==> config.mk <==
export PLATFORM = sky130hd
export DESIGN_NAME = int8_requantized_add
export DESIGN_NICKNAME = d
export VERILOG_FILES = /design/src/sv/iqa_pkg.sv /design/src/sv/int8_requantized_add.sv /design/src/sv/iqa_term.sv
export SDC_FILE = /design/constraint.sdc
export NUM_CORES = 2
export LEC_CHECK = 0
export ABC_AREA = 0
export BUFFER_PORTS_ARGS = -buffer_cell sky130_fd_sc_hd__clkbuf_2
export CAP_MARGIN = 20
export CORE_ASPECT_RATIO = 0.7
export CORE_MARGIN = 2
export CORE_UTILIZATION = 65
export CTS_CLUSTER_DIAMETER = 120
export DETAILED_ROUTE_END_ITERATION = 8
export MAX_ROUTING_LAYER = met4
export PLACE_DENSITY_LB_ADDON = 0.08
export SLEW_MARGIN = 20
export SYNTH_ARGS = -nofsm -noshare
export SYNTH_HDL_FRONTEND = slang
export SYNTH_SLANG_ARGS = --single-unit
==> constraint.sdc <==
create_clock -name clk -period 10.81 [get_ports clk]
set_input_delay 0 -clock clk [delete_from_list [all_inputs] [get_ports clk]]
set_output_delay 0 -clock clk [all_outputs]
set_load 0.1 [all_outputs]
==> src/sv/iqa_pkg.sv <==
package iqa_pkg;

    localparam int VAL_W     = 8;   // int8 operands, zero points and result
    localparam int MULT_W    = 31;  // Q31 multiplier, unsigned
    localparam int SHIFT_W   = 6;
    localparam int DIFF_W    = VAL_W + 1;         // operand minus zero point
    localparam int PROD_W    = DIFF_W + MULT_W;   // signed product
    localparam int TERM_W    = PROD_W + 1;        // rounded term, incl. headroom
    localparam int ACC_W     = PROD_W + 2;        // rounding adder and final sum
    localparam int CFG_IDX_W  = 3;
    localparam int CFG_DATA_W = MULT_W;

    // beyond this shift the rounded term of any product is zero
    localparam logic [SHIFT_W-1:0] SHIFT_ZERO_ABOVE = SHIFT_W'(PROD_W);

    localparam logic signed [ACC_W-1:0] SUM_MIN = -128;
    localparam logic signed [ACC_W-1:0] SUM_MAX = 127;

    localparam logic [MULT_W-1:0]  MULT_RESET  = 31'd1073741824;
    localparam logic [SHIFT_W-1:0] SHIFT_RESET = 6'd30;

    typedef enum logic [CFG_IDX_W-1:0] {
        REG_FIRST_ZP     = 3'd0,
        REG_SECOND_ZP    = 3'd1,
        REG_RESULT_ZP    = 3'd2,
        REG_FIRST_MULT   = 3'd3,
        REG_FIRST_SHIFT  = 3'd4,
        REG_SECOND_MULT  = 3'd5,
        REG_SECOND_SHIFT = 3'd6
    } cfg_reg_t;

    // load enables of the three term stages
    typedef struct packed {
        logic s1;
        logic s2;
        logic s3;
    } stage_en_t;

endpackage

==> src/sv/int8_requantized_add.sv <==
// int8_requantized_add: elementwise int8 add with per-operand requantisation.
// Input channel (in_valid/in_ready): first_value, second_value, last_in.
// Output channel (out_valid/out_ready): sum_value, last_out.
// Each operand has its zero point removed, is multiplied by its Q31
// multiplier and rounded half-up by its right shift; both terms plus the
// result zero point are summed and saturated to -128..127.
// Config channel (cfg_valid/cfg_ready, cfg_index, cfg_data) is always ready;
// write only while no word is in flight. Unknown indexes are ignored.
// Pipeline: four register stages (zero point subtract, multiply, round/shift,
// sum/saturate); an accepted word passes through them in that order to out_valid.
// Throughput: one word per cycle while out_ready stays high.
// Reset: pipeline empty, registers at zero points 0, multipliers 2^30,
// shifts 30.
// Receiver stall: the output word holds; earlier stages keep filling into
// empty slots, and in_ready drops only once all four stages are full.
module int8_requantized_add (
    input  logic                                   clk,
    input  logic                                   rst_n,
    input  logic                                   in_valid,
    output logic                                   in_ready,
    input  logic signed [iqa_pkg::VAL_W-1:0]       first_value,
    input  logic signed [iqa_pkg::VAL_W-1:0]       second_value,
    input  logic                                   last_in,
    output logic                                   out_valid,
    input  logic                                   out_ready,
    output logic signed [iqa_pkg::VAL_W-1:0]       sum_value,
    output logic                                   last_out,
    input  logic                                   cfg_valid,
    output logic                                   cfg_ready,
    input  logic        [iqa_pkg::CFG_IDX_W-1:0]   cfg_index,
    input  logic        [iqa_pkg::CFG_DATA_W-1:0]  cfg_data
);

    // configuration registers
    logic signed [iqa_pkg::VAL_W-1:0]   first_zp_reg, second_zp_reg, result_zp_reg;
    logic        [iqa_pkg::MULT_W-1:0]  first_mult_reg, second_mult_reg;
    logic        [iqa_pkg::SHIFT_W-1:0] first_shift_reg, second_shift_reg;

    // pipeline control: valid and last travel with each stage
    logic                      v1_reg, v2_reg, v3_reg, v4_reg;
    logic                      l1_reg, l2_reg, l3_reg, l4_reg;
    logic                      en4;
    iqa_pkg::stage_en_t        en;
    logic                      accept;

    logic signed [iqa_pkg::TERM_W-1:0] first_term, second_term;
    logic signed [iqa_pkg::ACC_W-1:0]  acc;
    logic signed [iqa_pkg::VAL_W-1:0]  sum_reg, sum_next;

    assign cfg_ready = 1'b1;

    always_ff @(posedge clk or negedge rst_n)
    begin
        if (!rst_n)
        begin
            first_zp_reg     <= '0;
            second_zp_reg    <= '0;
            result_zp_reg    <= '0;
            first_mult_reg   <= iqa_pkg::MULT_RESET;
            first_shift_reg  <= iqa_pkg::SHIFT_RESET;
            second_mult_reg  <= iqa_pkg::MULT_RESET;
            second_shift_reg <= iqa_pkg::SHIFT_RESET;
        end
        else if (cfg_valid && cfg_ready)
        begin
            case (iqa_pkg::cfg_reg_t'(cfg_index))
                iqa_pkg::REG_FIRST_ZP:     first_zp_reg     <= cfg_data[iqa_pkg::VAL_W-1:0];
                iqa_pkg::REG_SECOND_ZP:    second_zp_reg    <= cfg_data[iqa_pkg::VAL_W-1:0];
                iqa_pkg::REG_RESULT_ZP:    result_zp_reg    <= cfg_data[iqa_pkg::VAL_W-1:0];
                iqa_pkg::REG_FIRST_MULT:   first_mult_reg   <= cfg_data;
                iqa_pkg::REG_FIRST_SHIFT:  first_shift_reg  <= cfg_data[iqa_pkg::SHIFT_W-1:0];
                iqa_pkg::REG_SECOND_MULT:  second_mult_reg  <= cfg_data;
                iqa_pkg::REG_SECOND_SHIFT: second_shift_reg <= cfg_data[iqa_pkg::SHIFT_W-1:0];
                default: ;
            endcase
        end
    end

    // a stage loads when it is empty or the stage after it moves on
    always_comb
    begin
        en4   = !v4_reg || out_ready;
        en.s3 = !v3_reg || en4;
        en.s2 = !v2_reg || en.s3;
        en.s1 = !v1_reg || en.s2;
    end

    assign in_ready = en.s1;
    assign accept   = in_valid && in_ready;

    always_ff @(posedge clk or negedge rst_n)
    begin
        if (!rst_n)
        begin
            v1_reg <= 1'b0;
            v2_reg <= 1'b0;
            v3_reg <= 1'b0;
            v4_reg <= 1'b0;
        end
        else
        begin
            if (en.s1)
            begin
                v1_reg <= in_valid;
            end
            if (en.s2)
            begin
                v2_reg <= v1_reg;
            end
            if (en.s3)
            begin
                v3_reg <= v2_reg;
            end
            if (en4)
            begin
                v4_reg <= v3_reg;
            end
        end
    end

    iqa_term u_first (
        .clk        (clk),
        .en         (en),
        .value      (first_value),
        .zero_point (first_zp_reg),
        .multiplier (first_mult_reg),
        .shift      (first_shift_reg),
        .term       (first_term)
    );

    iqa_term u_second (
        .clk        (clk),
        .en         (en),
        .value      (second_value),
        .zero_point (second_zp_reg),
        .multiplier (second_mult_reg),
        .shift      (second_shift_reg),
        .term       (second_term)
    );

    // stage 4: sum both terms and the result zero point, then saturate
    always_comb
    begin
        acc = iqa_pkg::ACC_W'(first_term) + iqa_pkg::ACC_W'(second_term)
            + iqa_pkg::ACC_W'(result_zp_reg);
        if (acc < iqa_pkg::SUM_MIN)
        begin
            sum_next = iqa_pkg::SUM_MIN[iqa_pkg::VAL_W-1:0];
        end
        else if (acc > iqa_pkg::SUM_MAX)
        begin
            sum_next = iqa_pkg::SUM_MAX[iqa_pkg::VAL_W-1:0];
        end
        else
        begin
            sum_next = acc[iqa_pkg::VAL_W-1:0];
        end
    end

    always_ff @(posedge clk)
    begin
        if (en.s1)
        begin
            l1_reg <= last_in;
        end
        if (en.s2)
        begin
            l2_reg <= l1_reg;
        end
        if (en.s3)
        begin
            l3_reg <= l2_reg;
        end
        if (en4)
        begin
            l4_reg  <= l3_reg;
            sum_reg <= sum_next;
        end
    end

    assign out_valid = v4_reg;
    assign sum_value = sum_reg;
    assign last_out  = l4_reg;

    // an accepted word always lands in stage 1
    a_accept_fills: assert property (@(posedge clk) disable iff (!rst_n)
        accept |=> v1_reg)
        else $error("accepted word did not enter stage 1");

    // input only blocks when the whole pipe is occupied
    a_ready_when_room: assert property (@(posedge clk) disable iff (!rst_n)
        !(v1_reg && v2_reg && v3_reg && v4_reg) |-> in_ready)
        else $error("input stalled with room in the pipeline");

    // a word leaving stage 3 reaches the output register
    a_stage3_to_out: assert property (@(posedge clk) disable iff (!rst_n)
        (v3_reg && en4) |=> out_valid)
        else $error("word lost between stage 3 and output");

endmodule

==> src/sv/iqa_term.sv <==
// One operand: zero point removal, Q31 multiply, round-half-up shift.
// Three register stages; loads follow the enables from the top level.
module iqa_term (
    input  logic                                  clk,
    input  iqa_pkg::stage_en_t                    en,
    input  logic signed [iqa_pkg::VAL_W-1:0]      value,
    input  logic signed [iqa_pkg::VAL_W-1:0]      zero_point,
    input  logic        [iqa_pkg::MULT_W-1:0]     multiplier,
    input  logic        [iqa_pkg::SHIFT_W-1:0]    shift,
    output logic signed [iqa_pkg::TERM_W-1:0]     term
);

    logic signed [iqa_pkg::DIFF_W-1:0]   diff_reg, diff_next;
    logic signed [iqa_pkg::PROD_W-1:0]   prod_reg, prod_next;
    logic signed [iqa_pkg::PROD_W:0]     prod_full;
    logic signed [iqa_pkg::TERM_W-1:0]   term_reg, term_next;
    logic signed [iqa_pkg::ACC_W-1:0]    prod_ext, rnd, rsum, shifted;
    logic        [iqa_pkg::SHIFT_W-1:0]  shift_m1;

    // stage 1: subtract zero point
    assign diff_next = iqa_pkg::DIFF_W'(value) - iqa_pkg::DIFF_W'(zero_point);

    // stage 2: signed 9 x unsigned 31 multiply
    assign prod_full = diff_reg * $signed({1'b0, multiplier});
    assign prod_next = prod_full[iqa_pkg::PROD_W-1:0];

    // stage 3: add half an output LSB, arithmetic shift
    always_comb
    begin
        shift_m1 = shift - iqa_pkg::SHIFT_W'(1);
        prod_ext = iqa_pkg::ACC_W'(prod_reg);
        rnd      = iqa_pkg::ACC_W'(1) << shift_m1;
        rsum     = prod_ext + rnd;
        shifted  = rsum >>> shift;
        if (shift == '0)
        begin
            term_next = iqa_pkg::TERM_W'(prod_reg);
        end
        else if (shift > iqa_pkg::SHIFT_ZERO_ABOVE)
        begin
            term_next = '0;
        end
        else
        begin
            term_next = shifted[iqa_pkg::TERM_W-1:0];
        end
    end

    always_ff @(posedge clk)
    begin
        if (en.s1)
        begin
            diff_reg <= diff_next;
        end
        if (en.s2)
        begin
            prod_reg <= prod_next;
        end
        if (en.s3)
        begin
            term_reg <= term_next;
        end
    end

    assign term = term_reg;

endmodule
* Word level (Yosys, flattened, before mapping)
Index checks and enable logic that the tools add are counted.
** Word-level totals
- Bits in registers :: 294
- Bits in latches :: 0
- Memory bits (writable) :: 0
- Bits in read-only memories :: 0
- Input port bits :: 56
- Output and inout port bits :: 12
- Logic and storage cells :: 69
- Memories kept :: 0
** Operators by class
- $add $sub $neg :: 8
- Multipliers :: 2
- Div/mod/pow operators :: 0
- Magnitude comparators :: 4
- Eq/ne operators :: 6
- Shifts and indexed selects :: 4
- Mux-type cells :: 5
- Bitwise gates (word level) :: 0
- Reduce and logical (&&, ||, !) cells :: 18
** Operators with widths (number)
- 41-bit two-way mux :: 4
- 40-bit by 42-bit adder with 42-bit output :: 2
- 1-bit by 6-bit left shift with 42-bit output (first input constant) :: 2
- 42-bit by 6-bit >>> shifter with 41-bit output :: 2
- 9-bit by 32-bit multiplier with 40-bit output :: 2
- 41-bit by 41-bit adder with 42-bit output :: 1
- 42-bit by 8-bit adder with 42-bit output :: 1
- 42-bit by 8-bit > comparator with 1-bit output (second input constant) :: 1
- 42-bit by 8-bit less-than comparator with 1-bit output (second input constant) :: 1
- 8-bit by 8-bit subtractor with 9-bit output :: 2
- 2-bit AND reduction :: 7
- 6-bit > comparator (second input constant) :: 2
- 6-bit logical NOT :: 2
- 6-bit by 1-bit subtractor with 6-bit output (second input constant) :: 2
- 3-bit == test (second input constant) :: 3
- 8-bit two-way mux :: 1
- 3-bit by 2-bit == test with 1-bit output (second input constant) :: 2
- 1-bit logical NOT :: 4
- 1-bit logical OR :: 4
- 3-bit by 1-bit == test with 1-bit output (second input constant) :: 1
- 3-bit logical NOT :: 1

* Logic depth before layout (Yosys ltp)
- Word-level depth :: 6
- Gate-level depth with buffers :: 25
- Depth with buffers taken out :: 24

* Hierarchy
From an unflattened synthesis, not the netlist that was laid out.
** Unflattened totals
- Cells, all modules :: 4981
- Area, all modules :: 44689.1 µm²
** By module, submodules not included
- iqa_term at u_second :: instances 1, cells each 2196, area each 18579.1 µm², sequential area each 2702.6 µm²
- iqa_term at u_first :: instances 1, cells each 2119, area each 18406.4 µm², sequential area each 2702.6 µm²
- int8_requantized_add :: instances 1, cells each 666, area each 7703.6 µm², sequential area each 2925.3 µm²

* Worst setup path after synthesis
Ideal clock, no wire load.
- Kind :: reg2reg
- Start :: register result_zp_reg[7] (netlist name)
- End :: register sum_reg (netlist bit sum_value[0]), data pin
- Library setup time :: 0.152 ns
- Data arrival time :: 5.714 ns
- Data required time :: 10.658 ns
- Slack :: 4.944 ns
- Stages on the path, launching flop included :: 16
- Clock period less this slack :: 5.866 ns
- Path through :: dfrtp_1 -> fa_1 -> ha_1 -> buf_4 -> and3_1 -> and3_1 -> a221oi_2 -> o41ai_4 -> a21boi_1 -> a21oi_2 -> xnor2_1 -> or4_1 -> or4_1 -> nor4_1 -> a41oi_1 -> a21oi_1
** Between the ends
- Longest elaborated chain between the ends :: 3
** RTL lines
- start, declared :: RTL line int8_requantized_add.sv:35 : logic signed [iqa_pkg::VAL_W-1:0] first_zp_reg, second_zp_reg, result_zp_reg;
- start signal, assigned :: RTL line int8_requantized_add.sv:69 : iqa_pkg::REG_RESULT_ZP: result_zp_reg <= cfg_data[iqa_pkg::VAL_W-1:0];
- 42-bit by 8-bit adder with 42-bit output (*) :: RTL line int8_requantized_add.sv:145 : + iqa_pkg::ACC_W'(result_zp_reg);
- 42-bit by 8-bit > comparator with 1-bit output :: RTL line int8_requantized_add.sv:150 : else if (acc > iqa_pkg::SUM_MAX)
- 8-bit two-way mux :: RTL line int8_requantized_add.sv:150
- end signal, assigned :: RTL line int8_requantized_add.sv:177 : sum_reg <= sum_next;
- end, declared :: RTL line int8_requantized_add.sv:48 : logic signed [iqa_pkg::VAL_W-1:0] sum_reg, sum_next;
Mark *: on every way between the ends. The rest lies on a longest branch, timed or not.
A chain may end at the register's enable or synchronous reset.

* Final worst setup path
- Start :: register first_shift_reg[1] (netlist name)
- End :: register u_first.term_reg (netlist bit u_first.term[30]), data pin
** Between the ends
- Longest elaborated chain between the ends :: 6
** RTL lines
- start, declared :: RTL line int8_requantized_add.sv:37 : logic [iqa_pkg::SHIFT_W-1:0] first_shift_reg, second_shift_reg;
- start signal, assigned :: RTL line int8_requantized_add.sv:60 : first_shift_reg <= iqa_pkg::SHIFT_RESET;
- start signal, assigned :: RTL line int8_requantized_add.sv:71 : iqa_pkg::REG_FIRST_SHIFT: first_shift_reg <= cfg_data[iqa_pkg::SHIFT_W-1:0];
- 6-bit by 1-bit subtractor with 6-bit output :: RTL line iqa_term.sv:30 : shift_m1 = shift - iqa_pkg::SHIFT_W'(1);
- 1-bit by 6-bit left shift with 42-bit output :: RTL line iqa_term.sv:32 : rnd = iqa_pkg::ACC_W'(1) << shift_m1;
- 40-bit by 42-bit adder with 42-bit output :: RTL line iqa_term.sv:33 : rsum = prod_ext + rnd;
- 42-bit by 6-bit >>> shifter with 41-bit output :: RTL line iqa_term.sv:34 : shifted = rsum >>> shift;
- 41-bit two-way mux :: RTL line iqa_term.sv:39 : else if (shift > iqa_pkg::SHIFT_ZERO_ABOVE)
- 41-bit two-way mux (*) :: RTL line iqa_term.sv:35 : if (shift == '0)
- net u_first.term_next, one bit :: RTL line iqa_term.sv:16 : logic signed [iqa_pkg::TERM_W-1:0] term_reg, term_next;
- end signal, assigned :: RTL line iqa_term.sv:61 : term_reg <= term_next;
- end, declared :: RTL line iqa_term.sv:16
Mark *: on every way through the listed nets, which the timed path passes. The rest lies on a longest branch.

==> results.yml <==
synthesis:
  syn_area_mm2: 0.0431
  synth_edf_count: 192
  yosysSeqAreaShare: 0.193
  ys_warn_count: 0
  yosysTopAreaCellShare: 0.211
  yosys_most_used_dff: "edfxtp_1"
  synth_area_leaders: "fa_1 21%, edfxtp_1 13%, ha_1 9.5%"
  syn_inst: 4825
  synth_top_cell_by_area: "fa_1"
  synth_nets: 5663
  postSynth.asyncResetShare: 0.347
  avgSynthCellArea_um2: 8.94
  synth.distinct_cells: 110
  ys_ff_latch: 294
timing:
  finClkSkew_ps: 29.8
  fin_crit_ps: 6810
  hold_violations: 0
  finalSetupTns_ps: 0
  rsz0062_at_grt: "false"
  maxSlewViolCount: 0
  setup_violations: 0
  worst_slew_pin_slew_ps: 1190
  period_share: 0.630
  max_clock_freq_ghz: 0.147
  slew_headroom: 0.210
run_status:
  outcome: "completed"
setup_path:
  max_stage_delay_ps: 910
  crit_chain: "inv_1 -> buf_4 -> nand2_1 -> nor3_1 -> ha_1 -> fa_1 -> a211oi_1 -> o211ai_1 -> and4_1 -> nor4_2 -> nor2_1 -> a211oi_2 -> xnor2_1 -> mux2_2 -> mux4_2 -> o21ai_0 -> o21ai_0"
  cpMostUsedCell: "o21ai_0"
  crit_path_end_kind: "flip-flop"
  critPathKind: "reg2reg"
  critical_path.slowest_cell: "dfstp_2"
  worstPathRequired_ps: 11110
  cp_max_fo: 47
  startpoint_type: "flip-flop"
  cp_data_arrival_time_ps: 7110
die:
  dieArea_mm2: 0.0685
  core_area_mm2: 0.0652
  dieHeight_um: 220
  start_util: 0.662
  rows: 78
  chipWidth_um: 312
  ioPinCount: 68
clock_network:
  ctsResizeCount: 0
  cts.sinks: 294
  worstSkewPairLatency_ps: 630
  cts_max_path_buffers: 3
  htreeDepth: 1
  cts_tree: "done"
  cts_buffers: 31
  root_buffer: "clkbuf_16"
  clk_pin_slew_ps: 70
drt:
  dr.pass1.iters: 8
  drt_iter0_drc: 4520
  route.vias.total: 37200
  route.detailed.drc: 0
  wl_um: 136000
  routedWlPerCell_um: 23.8
  drt.antenna.violating_nets: 0
  vias_per_cell: 6.55
placed_design:
  io_buffers: 66
  dp_hpwl_um: 104000
  place_congestion: 1.10
cells_and_area:
  layout.nets: 5611
  area_growth_pct: 6.46
  final-seq-area_mm2: 0.00833
  layout-drive-gt1-share: 0.0830
  nFillCells: 4981
  multiInputGateArea_mm2: 0.0320
  layout_commonest_cell: "nand2_1"
  layout_common_cells: "504 x nand2_1, 477 x inv_1, 454 x fa_1"
global_routing:
  grt_use_met2: 0.541
  met1_usage: 0.594
  grt_usage: 0.410
  grt_pass1_vias: 35800
  top_usage_layer: "met1"
  grt_max_degree: 85
  antenna_found_initial: 7
  grt_pass1_wl_um: 211000
  overflow: 0
  met3_usage: 0.138
run:
  maxCapViolations: 0
worst_hold_path:
  hold_class: "in2reg"
==> final timing paths <==
check / end / cells past startpoint / slack (ps) / startpoint
hold / removal: v1_reg$_DFFE_PN0P_ / 3 / 130 / in_valid
min in group asynchronous: first_mult_reg[26]$_DFFE_PN0P_ / 4 / 520 / rst_n
hold reg to reg: l2_reg$_DFFE_PP_ / 0 / 430 / l1_reg$_DFFE_PP_
setup / recovery: u_first.term[30]$_DFFE_PP_ / 17 / 4000 / first_shift_reg[1]$_DFFE_PN1P_
setup reg to reg: u_first.term[30]$_DFFE_PP_ / 17 / 4000 / first_shift_reg[1]$_DFFE_PN1P_
max in group asynchronous: result_zp_reg[7]$_DFFE_PN0P_ / 4 / 9550 / rst_n
==> final cells by class <==
| type | instances | area share |
|---|---|---|
| inverters | 483 | 0.0395 |
| repair buffers | 185 | 0.0326 |
| flip-flops and latches | 294 | 0.181 |
| multi-input cells | 3778 | 0.697 |
| clock buffers | 35 | 0.0172 |
| clock inverters | 23 | 0.00826 |
| well taps | 880 | 0.0240 |
| diodes | 7 | 0.000381 |
==> routing by layer <==
| metal | share of wire | vias up | routed length [µm] |
|---|---|---|---|
| met5 | 0 | - | 0 |
| met4 | 0.034 | 0 | 4640 |
| met3 | 0.15 | 337 | 19900 |
| met2 | 0.39 | 2364 | 53100 |
| met1 | 0.43 | 18000 | 57800 |
| li1 | - | 16500 | - |
==> logic make-up (layout without fill, tap and decap cells) <==
| family | after synthesis | count (layout) | share of synthesized area |
|---|---|---|---|
| and+or+nand+nor | 1547 | 1547 | 0.175 |
| AOI/OAI and AO/OA | 1053 | 1053 | 0.164 |
| adders and majority gates | 782 | 782 | 0.306 |
| buffers and inverters | 753 | 726 | 0.0662 |
| DFF | 294 | 294 | 0.193 |
| muxes | 207 | 207 | 0.0571 |
| xor gates and xnor gates | 188 | 188 | 0.0383 |
| other | 1 | 8 | 0.0000869 |
==> per-stage QoR <==
step	util	setup WS [ps]	instances	hold slack (ps)	area (µm²)
2_1_floorplan	-	4940	4825	-296	43100
3_3_place_gp	0.674	4160	5549	72.7	43900
3_5_place_dp	0.674	4000	5549	77.8	43900
4_1_cts	0.701	3970	5669	115	45700
5_1_grt	0.704	3520	5685	147	45900
6_report	0.704	4000	5685	126	45900
==> synth_stat cells, types with 24 or more instances <==
cell type and count:
clkbuf_1 218, and3_1 24, or3_1 25, inv_1 477, dfrtp_1 92, fa_1 454, buf_1 37, a21o_1 121
xnor2_1 114, a22oi_1 28, nor2_1 306, xor2_1 73, a31oi_1 34, nor3_1 87, nand4_1 47, edfxtp_1 192
ha_1 328, a211oi_1 39, mux2i_1 69, mux2_2 118, nand2b_1 49, nand2_1 505, and2_1 302, o21a_1 25
o211ai_1 35, o21ai_0 201, a21oi_1 282, nand3_1 55, o21bai_1 29, nor2b_1 77
==> timing repair <==
item | in CTS | in global routing
buffers inserted | 0 | 0
hold buffers | 62 | 0
endpoints found under the hold margin | 172 | 0
==> critical path: cells and delay by family (launching register included) <==
family,cells,cell delay (ps)
AOI/OAI and AO/OA,5,1770
xor gates and xnor gates,1,190
adders and majority gates,2,730
buffers and inverters,2,450
DFF,1,910
muxes,2,840
and+or+nand+nor,5,1590
Power is not shown: default switching activity piles up to over one toggle a cycle in this logic, so the estimate is an artifact.
